`config.mk`:
```
export PLATFORM = sky130hd
export DESIGN_NAME = bmp24_pixel_stream_recolor_unit
export DESIGN_NICKNAME = d
export VERILOG_FILES = /design/src/bmprc_pkg.sv /design/src/bmprc_front.sv /design/src/bmprc_queue.sv /design/src/bmprc_back.sv /design/src/bmp24_pixel_stream_recolor_unit.sv
export SDC_FILE = /design/constraint.sdc
export NUM_CORES = 1
export LEC_CHECK = 0
export ABC_CLOCK_PERIOD_IN_PS = 4500
export BUFFER_PORTS_ARGS = -buffer_cell sky130_fd_sc_hd__buf_4
export CAP_MARGIN = 20
export CORE_MARGIN = 3
export CORE_UTILIZATION = 50
export DETAILED_ROUTE_END_ITERATION = 10
export GPL_TIMING_DRIVEN = 0
export PLACE_DENSITY = 0.66
export REMOVE_ABC_BUFFERS = 1
export SYNTH_ARGS = -nofsm -noshare
export SYNTH_HDL_FRONTEND = slang
export SYNTH_SLANG_ARGS = --single-unit
```
`constraint.sdc`:
```
create_clock -name i_clk -period 4.5 [get_ports i_clk]
set_input_delay 0.45 -clock i_clk [delete_from_list [all_inputs] [get_ports i_clk]]
set_output_delay 0.45 -clock i_clk [all_outputs]
set_load 0.05 [all_outputs]
```
`src/bmprc_pkg.sv`:
```
// Shared types, constants and helper functions for the BMP pixel stream recolor unit.
// Used by the front end, the pixel queue, the back end and the top level.
package bmprc_pkg;

    // Largest image width or height in pixels.
    localparam int MAX_DIMENSION   = 4096;
    localparam int BYTES_PER_PIXEL = 3;

    // Field widths.
    localparam int C_DIM_W   = 13;
    localparam int C_ORG_W   = 12;
    localparam int C_COL_W   = 12;
    localparam int C_COORD_W = 13;
    localparam int C_COLOR_W = 24;
    localparam int C_BYTE_W  = 8;
    localparam int C_MODE_W  = 2;

    // Configuration port.
    localparam int C_CFG_IDX_W  = 3;
    localparam int C_CFG_DATA_W = 24;

    localparam logic [C_CFG_IDX_W-1:0] CFG_IMAGE_WIDTH   = 3'd0;
    localparam logic [C_CFG_IDX_W-1:0] CFG_IMAGE_HEIGHT  = 3'd1;
    localparam logic [C_CFG_IDX_W-1:0] CFG_ORIGIN_X      = 3'd2;
    localparam logic [C_CFG_IDX_W-1:0] CFG_ORIGIN_Y      = 3'd3;
    localparam logic [C_CFG_IDX_W-1:0] CFG_RECOLOR_MODE  = 3'd4;
    localparam logic [C_CFG_IDX_W-1:0] CFG_MATCH_COLOR   = 3'd5;
    localparam logic [C_CFG_IDX_W-1:0] CFG_REPLACE_COLOR = 3'd6;

    localparam logic [C_DIM_W-1:0]   C_MAX_DIM = C_DIM_W'(MAX_DIMENSION);
    localparam logic [C_COLOR_W-1:0] C_BLACK   = '0;

    // Pixel queue depth.
    localparam int C_Q_DEPTH = 4;
    localparam int C_Q_PTR_W = $clog2(C_Q_DEPTH);
    localparam int C_Q_CNT_W = $clog2(C_Q_DEPTH + 1);

    typedef enum logic [C_MODE_W-1:0] {
        MODE_PASS    = 2'd0,
        MODE_REPLACE = 2'd1,
        MODE_KEEP    = 2'd2
    } t_mode;

    // Configuration as seen by the datapath, dimensions already clamped.
    typedef struct packed {
        logic [C_DIM_W-1:0]   width;
        logic [C_DIM_W-1:0]   height;
        logic [C_ORG_W-1:0]   origin_x;
        logic [C_ORG_W-1:0]   origin_y;
        logic [C_MODE_W-1:0]  mode;
        logic [C_COLOR_W-1:0] match_color;
        logic [C_COLOR_W-1:0] replace_color;
    } t_cfg;

    // One unpacked pixel before recoloring.
    typedef struct packed {
        logic [C_COORD_W-1:0] x;
        logic [C_COORD_W-1:0] y;
        logic [C_COLOR_W-1:0] color;
        logic                 last;
    } t_pixel;

    // Queue status seen by both ends.
    typedef struct packed {
        logic full;
        logic not_empty;
    } t_q_stat;

    // A dimension of zero counts as one; anything above the maximum saturates.
    function automatic logic [C_DIM_W-1:0] clamp_dim(input logic [C_DIM_W-1:0] v);
        logic [C_DIM_W-1:0] r;
        if (v == '0) begin
            r = C_DIM_W'(1);
        end else if (v > C_MAX_DIM) begin
            r = C_MAX_DIM;
        end else begin
            r = v;
        end
        return r;
    endfunction

endpackage

```
`src/bmprc_front.sv`:
```
// Front end: takes pixel array bytes, skips row padding, packs BGR triples and
// computes screen coordinates. Depends on bmprc_pkg.
module bmprc_front (
    input  logic                          i_clk,
    input  logic                          i_rst_n,
    input  bmprc_pkg::t_cfg               i_cfg,
    input  logic                          i_byte_valid,
    input  logic [bmprc_pkg::C_BYTE_W-1:0] i_byte,
    input  bmprc_pkg::t_q_stat            i_q_stat,
    output logic                          o_byte_stall,
    output logic                          o_push,
    output bmprc_pkg::t_pixel             o_pixel
);
    import bmprc_pkg::*;

    logic [1:0]           r_byte_phase, n_byte_phase;
    logic [15:0]          r_partial, n_partial;
    logic [C_COL_W-1:0]   r_column, n_column;
    logic [C_DIM_W-1:0]   r_rows_left, n_rows_left;
    logic [1:0]           r_pad_left, n_pad_left;

    logic                 take;
    logic                 new_image;
    logic [C_DIM_W-1:0]   rows_eff;
    logic [C_COL_W-1:0]   col_eff;
    logic [1:0]           phase_eff;
    logic [C_DIM_W-1:0]   col_next;
    logic                 row_end;

    assign o_byte_stall = i_q_stat.full;
    assign take         = i_byte_valid && !i_q_stat.full;

    // An idle unit starts a new image on the next pixel byte.
    assign new_image = (r_rows_left == '0);
    assign rows_eff  = new_image ? i_cfg.height : r_rows_left;
    assign col_eff   = new_image ? '0 : r_column;
    assign phase_eff = new_image ? 2'd0 : r_byte_phase;
    assign col_next  = {1'b0, col_eff} + C_DIM_W'(1);
    assign row_end   = (col_next >= i_cfg.width);

    always_comb begin
        n_byte_phase = r_byte_phase;
        n_partial    = r_partial;
        n_column     = r_column;
        n_rows_left  = r_rows_left;
        n_pad_left   = r_pad_left;
        o_push       = 1'b0;

        o_pixel.x     = {1'b0, i_cfg.origin_x} + {1'b0, col_eff};
        o_pixel.y     = {1'b0, i_cfg.origin_y} + rows_eff - C_COORD_W'(1);
        o_pixel.color = {i_byte, r_partial};
        o_pixel.last  = row_end && (rows_eff == C_DIM_W'(1));

        if (take) begin
            if (r_pad_left != 2'd0) begin
                n_pad_left = r_pad_left - 2'd1;
            end else begin
                n_rows_left = rows_eff;
                n_column    = col_eff;
                case (phase_eff)
                    2'd0: begin
                        n_partial[7:0] = i_byte;
                        n_byte_phase   = 2'd1;
                    end
                    2'd1: begin
                        n_partial[15:8] = i_byte;
                        n_byte_phase    = 2'd2;
                    end
                    default: begin
                        n_byte_phase = 2'd0;
                        o_push       = 1'b1;
                        if (row_end) begin
                            n_column    = '0;
                            n_pad_left  = i_cfg.width[1:0];
                            n_rows_left = rows_eff - C_DIM_W'(1);
                        end else begin
                            n_column = col_next[C_COL_W-1:0];
                        end
                    end
                endcase
            end
        end
    end

    always_ff @(posedge i_clk) begin
        if (!i_rst_n) begin
            r_byte_phase <= 2'd0;
            r_column     <= '0;
            r_rows_left  <= '0;
            r_pad_left   <= 2'd0;
        end else begin
            r_byte_phase <= n_byte_phase;
            r_column     <= n_column;
            r_rows_left  <= n_rows_left;
            r_pad_left   <= n_pad_left;
        end
    end

    always_ff @(posedge i_clk) begin
        r_partial <= n_partial;
    end

endmodule

```
`src/bmprc_queue.sv`:
```
// Short pixel queue between the front end and the back end.
// Depends on bmprc_pkg.
module bmprc_queue (
    input  logic                i_clk,
    input  logic                i_rst_n,
    input  logic                i_push,
    input  bmprc_pkg::t_pixel   i_pixel,
    input  logic                i_pop,
    output bmprc_pkg::t_pixel   o_pixel,
    output bmprc_pkg::t_q_stat  o_stat
);
    import bmprc_pkg::*;

    t_pixel               r_mem [C_Q_DEPTH];
    logic [C_Q_PTR_W-1:0] r_wr_ptr, n_wr_ptr;
    logic [C_Q_PTR_W-1:0] r_rd_ptr, n_rd_ptr;
    logic [C_Q_CNT_W-1:0] r_count, n_count;
    logic                 do_push;
    logic                 do_pop;

    assign o_stat.full      = (r_count == C_Q_CNT_W'(C_Q_DEPTH));
    assign o_stat.not_empty = (r_count != '0);
    assign o_pixel          = r_mem[r_rd_ptr];

    assign do_push = i_push && !o_stat.full;
    assign do_pop  = i_pop && o_stat.not_empty;

    always_comb begin
        n_wr_ptr = do_push ? r_wr_ptr + C_Q_PTR_W'(1) : r_wr_ptr;
        n_rd_ptr = do_pop  ? r_rd_ptr + C_Q_PTR_W'(1) : r_rd_ptr;
        n_count  = r_count;
        if (do_push && !do_pop) begin
            n_count = r_count + C_Q_CNT_W'(1);
        end else if (do_pop && !do_push) begin
            n_count = r_count - C_Q_CNT_W'(1);
        end
    end

    always_ff @(posedge i_clk) begin
        if (!i_rst_n) begin
            r_wr_ptr <= '0;
            r_rd_ptr <= '0;
            r_count  <= '0;
        end else begin
            r_wr_ptr <= n_wr_ptr;
            r_rd_ptr <= n_rd_ptr;
            r_count  <= n_count;
        end
    end

    always_ff @(posedge i_clk) begin
        if (do_push) begin
            r_mem[r_wr_ptr] <= i_pixel;
        end
    end

endmodule

```
`src/bmprc_back.sv`:
```
// Back end: recolors the pixel at the queue head and holds it in the output
// register until the receiver takes it. Depends on bmprc_pkg.
module bmprc_back (
    input  logic                           i_clk,
    input  logic                           i_rst_n,
    input  bmprc_pkg::t_cfg                i_cfg,
    input  bmprc_pkg::t_q_stat             i_q_stat,
    input  bmprc_pkg::t_pixel              i_pixel,
    output logic                           o_pop,
    input  logic                           i_out_stall,
    output logic                           o_out_valid,
    output logic [bmprc_pkg::C_COORD_W-1:0] o_screen_x,
    output logic [bmprc_pkg::C_COORD_W-1:0] o_screen_y,
    output logic [bmprc_pkg::C_COLOR_W-1:0] o_pixel_color,
    output logic                           o_last_pixel
);
    import bmprc_pkg::*;

    logic                 r_valid;
    t_pixel               r_out;
    logic [C_COLOR_W-1:0] new_color;
    logic                 is_match;

    assign is_match = (i_pixel.color == i_cfg.match_color);

    always_comb begin
        unique case (i_cfg.mode)
            MODE_REPLACE: new_color = is_match ? i_cfg.replace_color : i_pixel.color;
            MODE_KEEP:    new_color = is_match ? i_pixel.color : C_BLACK;
            default:      new_color = i_pixel.color;
        endcase
    end

    // Load the output register whenever it is empty or being emptied.
    assign o_pop = i_q_stat.not_empty && (!r_valid || !i_out_stall);

    always_ff @(posedge i_clk) begin
        if (!i_rst_n) begin
            r_valid <= 1'b0;
        end else if (o_pop) begin
            r_valid <= 1'b1;
        end else if (!i_out_stall) begin
            r_valid <= 1'b0;
        end
    end

    always_ff @(posedge i_clk) begin
        if (o_pop) begin
            r_out.x     <= i_pixel.x;
            r_out.y     <= i_pixel.y;
            r_out.color <= new_color;
            r_out.last  <= i_pixel.last;
        end
    end

    assign o_out_valid   = r_valid;
    assign o_screen_x    = r_out.x;
    assign o_screen_y    = r_out.y;
    assign o_pixel_color = r_out.color;
    assign o_last_pixel  = r_out.last;

endmodule

```
`src/bmp24_pixel_stream_recolor_unit.sv`:
```
// Top level of the BMP pixel stream recolor unit: configuration registers and
// the front end, pixel queue and back end. Depends on bmprc_pkg and its submodules.
//
// Usage:
//   The input channel (i_in_valid, o_in_stall, i_data_byte) carries the pixel
//   array of a 24-bit bottom-up BMP, one byte per request, row padding included.
//   Every third pixel byte yields one request on the output channel (o_out_valid,
//   i_out_stall) with screen coordinates, the recolored pixel and a last flag on
//   the final pixel of the image. Padding bytes produce nothing.
//   Throughput is one byte per cycle while o_in_stall is low. A pixel whose blue
//   byte, green byte and red byte have been taken is written into the queue and
//   then into the output register that the back end loads from the queue head.
//   The front end writes finished pixels into a four-entry queue; the back end
//   drains it into the output register. When the receiver stalls, the queue
//   fills and then o_in_stall rises, so no pixel is lost or repeated.
//   Configuration is written through i_cfg_we, i_cfg_index and i_cfg_data while
//   the unit is idle; width and height of zero count as one and values above the
//   maximum dimension saturate. Writes to an index past the register list are
//   ignored. Synchronous active-low reset restores the register defaults (width
//   and height one, all else zero), empties the queue and the output register,
//   and leaves the unit waiting for the first byte of a new image.
module bmp24_pixel_stream_recolor_unit (
    input  logic                               i_clk,
    input  logic                               i_rst_n,
    input  logic                               i_cfg_we,
    input  logic [bmprc_pkg::C_CFG_IDX_W-1:0]  i_cfg_index,
    input  logic [bmprc_pkg::C_CFG_DATA_W-1:0] i_cfg_data,
    input  logic                               i_in_valid,
    output logic                               o_in_stall,
    input  logic [bmprc_pkg::C_BYTE_W-1:0]     i_data_byte,
    output logic                               o_out_valid,
    input  logic                               i_out_stall,
    output logic [bmprc_pkg::C_COORD_W-1:0]    o_screen_x,
    output logic [bmprc_pkg::C_COORD_W-1:0]    o_screen_y,
    output logic [bmprc_pkg::C_COLOR_W-1:0]    o_pixel_color,
    output logic                               o_last_pixel
);
    import bmprc_pkg::*;

    // Raw configuration registers, as written.
    logic [C_DIM_W-1:0]   r_image_width;
    logic [C_DIM_W-1:0]   r_image_height;
    logic [C_ORG_W-1:0]   r_origin_x;
    logic [C_ORG_W-1:0]   r_origin_y;
    logic [C_MODE_W-1:0]  r_recolor_mode;
    logic [C_COLOR_W-1:0] r_match_color;
    logic [C_COLOR_W-1:0] r_replace_color;

    t_cfg    cfg;
    t_q_stat q_stat;
    logic    q_push;
    logic    q_pop;
    t_pixel  front_pixel;
    t_pixel  head_pixel;

    always_ff @(posedge i_clk) begin
        if (!i_rst_n) begin
            r_image_width   <= C_DIM_W'(1);
            r_image_height  <= C_DIM_W'(1);
            r_origin_x      <= '0;
            r_origin_y      <= '0;
            r_recolor_mode  <= '0;
            r_match_color   <= '0;
            r_replace_color <= '0;
        end else if (i_cfg_we) begin
            unique case (i_cfg_index)
                CFG_IMAGE_WIDTH:   r_image_width   <= i_cfg_data[C_DIM_W-1:0];
                CFG_IMAGE_HEIGHT:  r_image_height  <= i_cfg_data[C_DIM_W-1:0];
                CFG_ORIGIN_X:      r_origin_x      <= i_cfg_data[C_ORG_W-1:0];
                CFG_ORIGIN_Y:      r_origin_y      <= i_cfg_data[C_ORG_W-1:0];
                CFG_RECOLOR_MODE:  r_recolor_mode  <= i_cfg_data[C_MODE_W-1:0];
                CFG_MATCH_COLOR:   r_match_color   <= i_cfg_data[C_COLOR_W-1:0];
                CFG_REPLACE_COLOR: r_replace_color <= i_cfg_data[C_COLOR_W-1:0];
                default: begin
                end
            endcase
        end
    end

    // The datapath sees the dimensions already clamped to their legal range.
    assign cfg.width         = clamp_dim(r_image_width);
    assign cfg.height        = clamp_dim(r_image_height);
    assign cfg.origin_x      = r_origin_x;
    assign cfg.origin_y      = r_origin_y;
    assign cfg.mode          = r_recolor_mode;
    assign cfg.match_color   = r_match_color;
    assign cfg.replace_color = r_replace_color;

    bmprc_front u_front (
        .i_clk        (i_clk),
        .i_rst_n      (i_rst_n),
        .i_cfg        (cfg),
        .i_byte_valid (i_in_valid),
        .i_byte       (i_data_byte),
        .i_q_stat     (q_stat),
        .o_byte_stall (o_in_stall),
        .o_push       (q_push),
        .o_pixel      (front_pixel)
    );

    bmprc_queue u_queue (
        .i_clk   (i_clk),
        .i_rst_n (i_rst_n),
        .i_push  (q_push),
        .i_pixel (front_pixel),
        .i_pop   (q_pop),
        .o_pixel (head_pixel),
        .o_stat  (q_stat)
    );

    bmprc_back u_back (
        .i_clk         (i_clk),
        .i_rst_n       (i_rst_n),
        .i_cfg         (cfg),
        .i_q_stat      (q_stat),
        .i_pixel       (head_pixel),
        .o_pop         (q_pop),
        .i_out_stall   (i_out_stall),
        .o_out_valid   (o_out_valid),
        .o_screen_x    (o_screen_x),
        .o_screen_y    (o_screen_y),
        .o_pixel_color (o_pixel_color),
        .o_last_pixel  (o_last_pixel)
    );

endmodule
```
# [After elaboration in Yosys (flattened, before gate mapping)]
# Memory sizes are Yosys's and may differ from the RTL's. A register that Yosys moved wholly into a read port is not among the register bits.
# Cells that the tools add are included.
# Widths: inputs -> output; s select.
[word_totals] input_bits=40 word_cells=113 memories=1 ram_bits=204 reg_bits=204
[classes] n_eq_ne=14 add_sub_neg=10 reduce_logical=34 mux=29 n_lt_le_gt_ge=3 bitwise_logic=1
[memory_table] name="u_queue.r_mem" depth=4 width=51 read_ports=1 rd_clocked_by_memory_dff=1 wr=1 line_no="bmprc_queue.sv:14" text="t_pixel r_mem [C_Q_DEPTH];"
[op_table] cell="$mux 13" n=7
[op_table] cell="$mux 24" n=2
[op_table] cell="$pmux 24 s2" n=1
[op_table] cell="$logic_not 13->1" n=3
[op_table] cell="$mux 12" n=3
[op_table] cell="$gt 13x13->1 const B" n=2
[op_table] cell="$sub 13x1->13 const B" n=2
[op_table] cell="$eq 24x24->1" n=1
[op_table] cell="$reduce_and 2->1" n=8
[op_table] cell="$add 12x1->13 const B" n=1
[op_table] cell="$add 12x12->13" n=1
[op_table] cell="$add 12x13->13" n=1
[op_table] cell="$eq 13x1->1 const B" n=1
[op_table] cell="$ge 13x13->1" n=1
[op_table] cell="$eq 3x3->1 const B" n=4
[op_table] cell="$mux 2" n=6
[op_table] cell="$reduce_and 3->1" n=3
[op_table] cell="$logic_and 1x1->1" n=7
[op_table] cell="$mux 1" n=7
[op_table] cell="$eq 3x2->1 const B" n=2
[op_table] cell="$mux 3" n=2
[op_table] cell="$reduce_bool 2->1" n=3
[op_table] cell="$logic_not 1->1" n=5
[op_table] cell="$add 2x1->2 const B" n=2
[op_table] cell="14 further kinds" n=16

# [Longest topological paths before layout]
# Gate-level depths: netlist (run 1).
[depth] word_depth=12 ltp_mapped=17 ltp_nobuf=17

# [By module]
# From an unflattened synthesis (run 1), not the netlist that was laid out.
[unflattened] hier_cells=1473 area_unflattened_um2=18367.6
[modules_own_cells] mod="bmprc_queue" seq_area_each_um2=6306.0 instances=1 area_each_um2=7898.8 cells_each=315
[modules_own_cells] mod="bmprc_front" seq_area_each_um2=1061.0 instances=1 area_each_um2=4096.4 cells_each=499
[modules_own_cells] mod="bmp24_pixel_stream_recolor_unit" seq_area_each_um2=2001.9 instances=1 area_each_um2=4022.6 cells_each=480
[modules_own_cells] mod="bmprc_back" seq_area_each_um2=1551.5 instances=1 area_each_um2=2349.8 cells_each=179

# [Least setup slack after synthesis (run 1)]
# Ideal clock, no wire load.
[synth_path] path_kind="register -> register" start="register u_back.r_valid, in the netlist u_back.o_out_valid" end="register u_queue.r_count[2]" arrival_time_ps=4371 slack_ps=59 synth_period_minus_slack_ps=4441 setup_time_ps=70 required_time_ps=4430 path_stages_with_launch=9 path_cell_list="dfxtp_1 > a21oi_1 > inv_1 > ha_1 > inv_1 > fa_1 > xor2_1 > or3_1 > a21oi_1"
[synth_between] elab_chain_cells=7 elab_cells_between_ends=9 cone_classes="mux (1); reduce/logical (8)"
[synth_lines] element="start, declared" line_no="bmprc_back.sv:19" text="logic r_valid;"
[synth_lines] element="start signal, assigned" line_no="bmprc_back.sv:39" text="r_valid <= 1'b0;"
[synth_lines] element="start signal, assigned" line_no="bmprc_back.sv:41" text="r_valid <= 1'b1;"
[synth_lines] element="start signal, assigned" line_no="bmprc_back.sv:43" text="r_valid <= 1'b0;"
[synth_lines] element="$logic_not 1->1 (*)" line_no="bmprc_back.sv:35" text="assign o_pop = i_q_stat.not_empty && (!r_valid || !i_out_stall);"
[synth_lines] element="$logic_or 1x1->1 (*)" line_no="bmprc_back.sv:35"
[synth_lines] element="$logic_and 1x1->1 (*)" line_no="bmprc_back.sv:35"
[synth_lines] element="net q_pop" line_no="bmp24_pixel_stream_recolor_unit.sv:52" text="logic q_pop;"
[synth_lines] element="$logic_and 1x1->1 (*)" line_no="bmprc_queue.sv:26" text="assign do_pop = i_pop && o_stat.not_empty;"
[synth_lines] element="$logic_not 1->1" line_no="bmprc_queue.sv:32" text="if (do_push && !do_pop) begin"
[synth_lines] element="$logic_and 1x1->1" line_no="bmprc_queue.sv:32"
[synth_lines] element="$mux 3 or $reduce_bool 2->1 (tied branches)"
[synth_lines] element="end signal, assigned" line_no="bmprc_queue.sv:47" text="r_count <= n_count;"
[synth_lines] element="end, declared" line_no="bmprc_queue.sv:17" text="logic [C_Q_CNT_W-1:0] r_count, n_count;"
# The timed path passes the listed nets; every way through them passes the cells marked *.
# A chain may end at the register's enable or synchronous reset.

==> run metrics, run 1 <==
status completed; antenna-violating nets left 0; # H-tree levels 2; crit-path cells nor4_4 -> nand4_1 -> buf_4 -> nor2_4 -> a21oi_1 -> ha_1 -> inv_1 -> ha_1 -> fa_1 -> a21o_1 -> a21oi_1 -> o21bai_1 -> a21oi_1 -> o21ai_0 -> a21o_1 -> a21oi_1 -> xnor2_1; initial drt markers 970; Worst Slack Setup Final 0.2711 ns; Mapped Cells 1402; TritonCTS clock tree yes; routed length per instance 20.25 microns; Final setup violation count 0; Total Routing Usage GR 0.2169; period utilization 0.9397; Synth Flop Type edfxtp_1; wire length of the first global-routing pass 62330 microns; Worst Setup Path Type flop to flop; Crit-path slowest cell nor4_4; clock root buffer clkbuf_16; number of global-route vias before repair 11030; Leak 7.088 nW; nets 1596; clock latency on the worst-skew pair 0.54 ns; io pins 93; core footprint 34040 sq um; GRT overflow 0; Post-DP HPWL 24980 microns; Yosys warning count 0; CP top delay family compound AO/OA/AOI/OAI gates; clock sink count 410; layout cell share with drive strength beyond 1 0.1641; final hold vios 0; min Tclk post-route 4.229 ns; Max clock buf depth 3; Slew @ Worst Pin 0.8871 ns; Met3 Wirelength 2001 microns; antenna violations before repair 1; Critical Path AT 4.55 ns; RSZ-0062 raised after global routing false; Die ar. 37310 sq um; Final Total Pwr 11.53 mW; Buffers on Ports 92; chip height 193.2 microns; pwr dens 567.1 nW/um^2; max_slew headroom 0.4086; crit path launch type flop; total number of vias 11240; largest net degree at the start of global routing 89; Place WS -1.104 ns; cell area after synthesis 17520 sq um; met2 WL 19020 microns; DR top layer met4; number of max-cap violations 0; GP Congestion 0.8991; Async SR Flop Fraction 0; Finished Core Util 0.5972; Post-synth EDFFs 271; total CTS buffers 42; critical path buffer and inverter count 2; Hold Worst Slack 0.1298 ns; Syn-to-layout area delta 16.03%; most used cell, CP a21oi_1; Pins Over Slew Limit 0; Hold WC Path Type input port to flop; post-DR vias/cell 5.680; synthesized area per cell 12.49 sq um; First-pass DRT Iterations 5; Reg clk slew, reported paths 0.06 ns; synth unique cells 57; Starting Density 0.5147; M1 wire length 18040 microns; Synth Register Bits 410; Worst Path Required 4.82 ns; drt total wl 40080 microns; drc violations 0; critical path's largest stage delay 0.41 ns; Max Clk Rate 236.5 MHz; Std-Cell Rows 67; Filler Cells Inserted 2751; Die W 193.2 microns; Worst Setup End Kind flop; sequential area share after synthesis 0.6234; Final Skew 0.02689 ns; critical path peak fanout 5; maximum vdd ir drop 0.4566 mV
-- flip-flops by register name (all words and copies together) (netlist names), 16 cells and up, named ones only --
name / cells
r_match_color: 24
u_front.r_partial: 16
u_back.o_pixel_color: 24
u_queue.r_mem: 204
r_replace_color: 24
-- synth_stat cells, drive strengths merged (5+ instances only) --
| library cell | instances | share of area |
|---|---|---|
| dfxtp | 139 | 0.16 |
| buf | 19 | 0.0074 |
| nor2b | 5 | 0.0018 |
| xor2 | 13 | 0.0065 |
| xnor2 | 53 | 0.027 |
| or3 | 7 | 0.0025 |
| clkbuf | 43 | 0.0092 |
| nand2b | 7 | 0.0025 |
| nand3 | 22 | 0.0063 |
| edfxtp | 271 | 0.46 |
| and2 | 17 | 0.0061 |
| ha | 57 | 0.041 |
| mux4 | 51 | 0.067 |
| nand2 | 241 | 0.052 |
| a21o | 11 | 0.0047 |
| a31oi | 5 | 0.0018 |
| mux2i | 6 | 0.0034 |
| nand4 | 14 | 0.0050 |
| a21oi | 141 | 0.040 |
| inv | 56 | 0.012 |
| nor3 | 19 | 0.0054 |
| a22oi | 6 | 0.0026 |
| nor2 | 68 | 0.015 |
| a22o | 48 | 0.024 |
| a211oi | 6 | 0.0026 |
| nor4 | 9 | 0.0036 |
| o21ai | 28 | 0.0080 |
-- final timing paths --
check / startpoint / endpoint / slack [ns] / depth (start not counted)
worst min-delay path: i_data_byte[1] / u_queue.r_mem[1][18]$_DFFE_PP_ / 0.13 / 1
worst min register to register: r_replace_color[22]$_SDFFE_PN0P_ / r_replace_color[22]$_SDFFE_PN0P_ / 0.45 / 2
worst max register to register: u_front.r_rows_left[12]$_SDFFE_PN0P_ / u_queue.r_mem[3][36]$_DFFE_PP_ / 0.27 / 17
worst max-delay path: u_front.r_rows_left[12]$_SDFFE_PN0P_ / u_queue.r_mem[3][36]$_DFFE_PP_ / 0.27 / 17
-- per-stage QoR --
step,instances,setup TNS (ns),area (sq um)
global placement,1880,-354.23,18480
detailed placement,1890,-28.34,18690
floorplan,1340,-1.909,17230
global route,1979,0,20320
CTS,1969,0,20190
finish,1979,0,20320
-- per-layer routing --
layer / vias to the layer above / global-route usage
met2: 302 / 0.3517
met1: 5552 / 0.3063
li1: 5321 / -
met3: 65 / 0.03363
met5: - / 0
met4: 0 / 0.06342
-- cell type report --
type / count / area, sq um / area share
Multi-Input combinational cell: 876 / 6212 / 0.3057
Clock buffer: 62 / 1285 / 0.06322
Timing Repair Buffer: 111 / 950.9 / 0.04679
Clock inverter: 15 / 172.7 / 0.008495
Tap cell: 448 / 560.5 / 0.02758
Inverter: 56 / 212.7 / 0.01047
Antenna cell: 1 / 2.502 / 0.0001231
Sequential cell: 410 / 10930 / 0.5377
-- cell families (layout without fill, tap and decap cells) --
kind of cell / Yosys count / after routing / share of synthesized area
fa+ha+maj: 60 / 60 / 0.04357
other cells: 0 / 1 / 0
simple gates: 422 / 424 / 0.1056
compound gates: 269 / 269 / 0.09550
flops: 410 / 410 / 0.6234
buf+inv: 118 / 244 / 0.02864
mux: 57 / 57 / 0.07029
xor+xnor: 66 / 66 / 0.03300
-- where the power goes --
part	switching [mW]	total (mW)	internal [mW]
clock	1.43	3.60	2.16
combinational	1.96	3.09	1.13
sequential	0.256	4.84	4.58
total	3.65	11.5	7.88
-- cell usage in the layout, fill, tap and decap left out, types with 15 or more instances in the layout --
master     synthesis  layout
buf_4              0     100
nand2_1          240     240
o21ai_0           27      27
clkbuf_16          0      46
a21oi_1          141     138
edfxtp_1         271     271
nand4_1           14      15
nor2_1            67      63
dfxtp_1          139     137
inv_1             56      55
nor3_1            19      16
ha_1              57      57
a22o_1            48      48
nand3_1           22      22
mux4_2            45      45
xnor2_1           53      53
-- timing repair --
action | CTS | global route
resized for setup | 6 | 9
endpoints found under the setup margin | 59 | 62
hold buffers | 0 | 0
gates cloned | 1 | 1
buffers inserted | 1 | 5
pin swaps | 1 | 3
-- worst register-to-register path, stage by stage (launching register included) --
cell,delay [ns]
dfxtp_1,0.36
nor4_4,0.41
nand4_1,0.19
buf_4,0.20
nor2_4,0.16
a21oi_1,0.21
ha_1,0.33
inv_1,0.04
ha_1,0.22
fa_1,0.40
a21o_1,0.18
a21oi_1,0.25
o21bai_1,0.09
a21oi_1,0.23
o21ai_0,0.18
a21o_1,0.20
a21oi_1,0.17
xnor2_1,0.20
No activity file was read; power rests on OpenSTA's default activity.
==> inputs of run 2 (changes only) <==
--- a/config.mk
+++ b/config.mk
@@ -5,10 +5,9 @@
 export SDC_FILE = /design/constraint.sdc
 export NUM_CORES = 1
 export LEC_CHECK = 0
-export ABC_CLOCK_PERIOD_IN_PS = 4500
+export ABC_CLOCK_PERIOD_IN_PS = 3550
 export BUFFER_PORTS_ARGS = -buffer_cell sky130_fd_sc_hd__buf_4
 export CAP_MARGIN = 20
-export CORE_MARGIN = 3
 export CORE_UTILIZATION = 50
 export DETAILED_ROUTE_END_ITERATION = 10
 export GPL_TIMING_DRIVEN = 0
==> constraint.sdc (replaced) <==
create_clock -name i_clk -period 3.55 [get_ports i_clk]
set_input_delay 0.355 -clock i_clk [delete_from_list [all_inputs] [get_ports i_clk]]
set_output_delay 0.355 -clock i_clk [all_outputs]
set_load 0.05 [all_outputs]
==> run metrics, run 2 (synthesized netlist as in run 1, its figures left out) <==
Std-Cell Rows 68; Post-DP HPWL 24980 microns; RSZ-0062 raised after global routing true; chip height 189.2 microns; Finished Core Util 0.6178; drc violations 0; Max clock buf depth 3; FF/Latch Area 10940 sq um; io pins 93; Starting Density 0.5071; critical path peak fanout 8; GP Congestion 0.8821; Die ar. 35790 sq um; total CTS buffers 42; First-pass DRT Iterations 5; Die W 189.2 microns; crit path launch type flop; M1 wire length 17550 microns; met2 WL 20210 microns; critical path's largest stage delay 0.39 ns; critical path buffer and inverter count 2; clock root buffer clkbuf_16; area taken by multi-input logic gates 6862 sq um; period utilization 1.036; Final Skew 0.01962 ns; Slew @ Worst Pin 1.090 ns; wire length of the first global-routing pass 63340 microns; antenna violations before repair 3; Crit-path slowest cell or3_4; Reg clk slew, reported paths 0.07 ns; pwr dens 687.4 nW/um^2; clock latency on the worst-skew pair 0.55 ns; Total Routing Usage GR 0.2324; Max Clk Rate 271.8 MHz; initial drt markers 898; Met3 Wirelength 2429 microns; post-DR vias/cell 5.702; Final setup violation count 24; routed length per instance 20.52 microns; max_slew headroom 0.2709; Leak 7.452 nW; Hold-fix buffers, CTS 0; nets 1650; Buffers on Ports 92; final hold vios 0; Worst Setup Path Type flop to flop; layout cell share with drive strength beyond 1 0.2494; CP top delay family simple AND/OR/NAND/NOR gates; # H-tree levels 2; min Tclk post-route 3.679 ns; maximum vdd ir drop 0.5244 mV; DR top layer met4; crit-path cells nor4_4 -> nand4_1 -> buf_6 -> buf_8 -> and2_4 -> xor2_4 -> ha_4 -> o2111ai_4 -> or3_4 -> o2111a_2 -> nand4bb_4 -> or3_1 -> nand3_1 -> a21oi_2; failing checks negative setup slack; number of max-cap violations 0; Worst Setup End Kind flop; Syn-to-layout area delta 21.84%; antenna-violating nets left 0; fin area 21340 sq um; Hold WC Path Type input port to flop; TritonCTS clock tree yes; drt total wl 41910 microns; flop-to-flop setup slack -0.13 ns; Post-DP Area 18770 sq um; commonest non-fill, non-tap cell in the layout edfxtp_1; max FFs per register 204; Critical Path AT 4.09 ns; largest net degree at the start of global routing 80; most frequent cells in the layout edfxtp_1, nand2_1, buf_4; core footprint 34540 sq um; Filler Cells Inserted 2686; total number of vias 11640; clock sink count 410; GRT overflow 0; status finished, violations left; Biggest register u_queue.r_mem; Worst Slack Setup Final -0.1288 ns; Worst Path Required 3.96 ns; Pins Over Slew Limit 0; number of global-route vias before repair 11080
-- run 2: changes by cell type in the layout (fill, tap and decap cells not counted), sizes merged --
cell / before / now
and3: 4 / 5
buf: 111 / 163
bufinv: 3 / 1
clkbuf: 62 / 60
clkinv: 10 / 14
clkinvlp: 0 / 1
diode: 1 / 3
inv: 58 / 57
nand2: 241 / 242
-- run 2: per-layer routing --
metal | track usage | up-vias
met5 | 0 | -
met4 | 0.1036 | 0
met3 | 0.03411 | 108
met2 | 0.3750 | 394
met1 | 0.3133 | 5712
li1 | - | 5429
-- run 2: final cells by class --
| cell class | count | area share |
|---|---|---|
| diodes | 3 | 0.0003518 |
| well taps | 455 | 0.02668 |
| clock buffers | 60 | 0.05482 |
| clock inverters | 17 | 0.005159 |
| inverters | 56 | 0.01008 |
| multi-input cells | 878 | 0.3215 |
| repair buffers | 163 | 0.06859 |
| flip-flops and latches | 410 | 0.5128 |
-- run 2: through the flow --
step | power (mW) | hold WS, ns | setup TNS (ns) | instances | setup WS, ns
after floorplan | 8.860 | 0.4268 | -44.34 | 1340 | -1.046
after global placement | 9.957 | 0.4415 | -734.85 | 1887 | -3.238
after detailed placement | 10.09 | 0.4469 | -125.89 | 1899 | -2.078
after CTS | 14.53 | 0.01725 | -0.2844 | 2010 | -0.05957
after global routing | 15.22 | 0.02070 | -5.037 | 2042 | -0.2022
final | 14.67 | 0.03285 | -1.902 | 2042 | -0.1288
-- run 2: worst paths after layout --
check                                            from                             endpoint  cells after the start
hold reg to reg       r_replace_color[4]$_SDFFE_PN0P_      r_replace_color[4]$_SDFFE_PN0P_                      2
hold / removal                         i_data_byte[3]       u_front.r_partial[3]$_DFFE_PP_                      1
setup / recovery  u_front.r_rows_left[6]$_SDFFE_PN0P_  u_front.r_rows_left[8]$_SDFFE_PN0P_                     14
setup reg to reg  u_front.r_rows_left[6]$_SDFFE_PN0P_  u_front.r_rows_left[8]$_SDFFE_PN0P_                     14
-- run 2: report_power, final --
group,leakage (nW),total [mW],switching (mW),internal [mW]
logic,3.15,4.43,2.72,1.70
clock network,0.630,4.15,1.78,2.37
registers,3.67,6.09,0.277,5.81
-- run 2: repair_timing --
item | CTS | global route
gates resized for setup | 79 | 95
buffers inserted | 30 | 29
pin swaps | 35 | 68
gates cloned | 4 | 0
setup endpoints to repair | 147 | 70
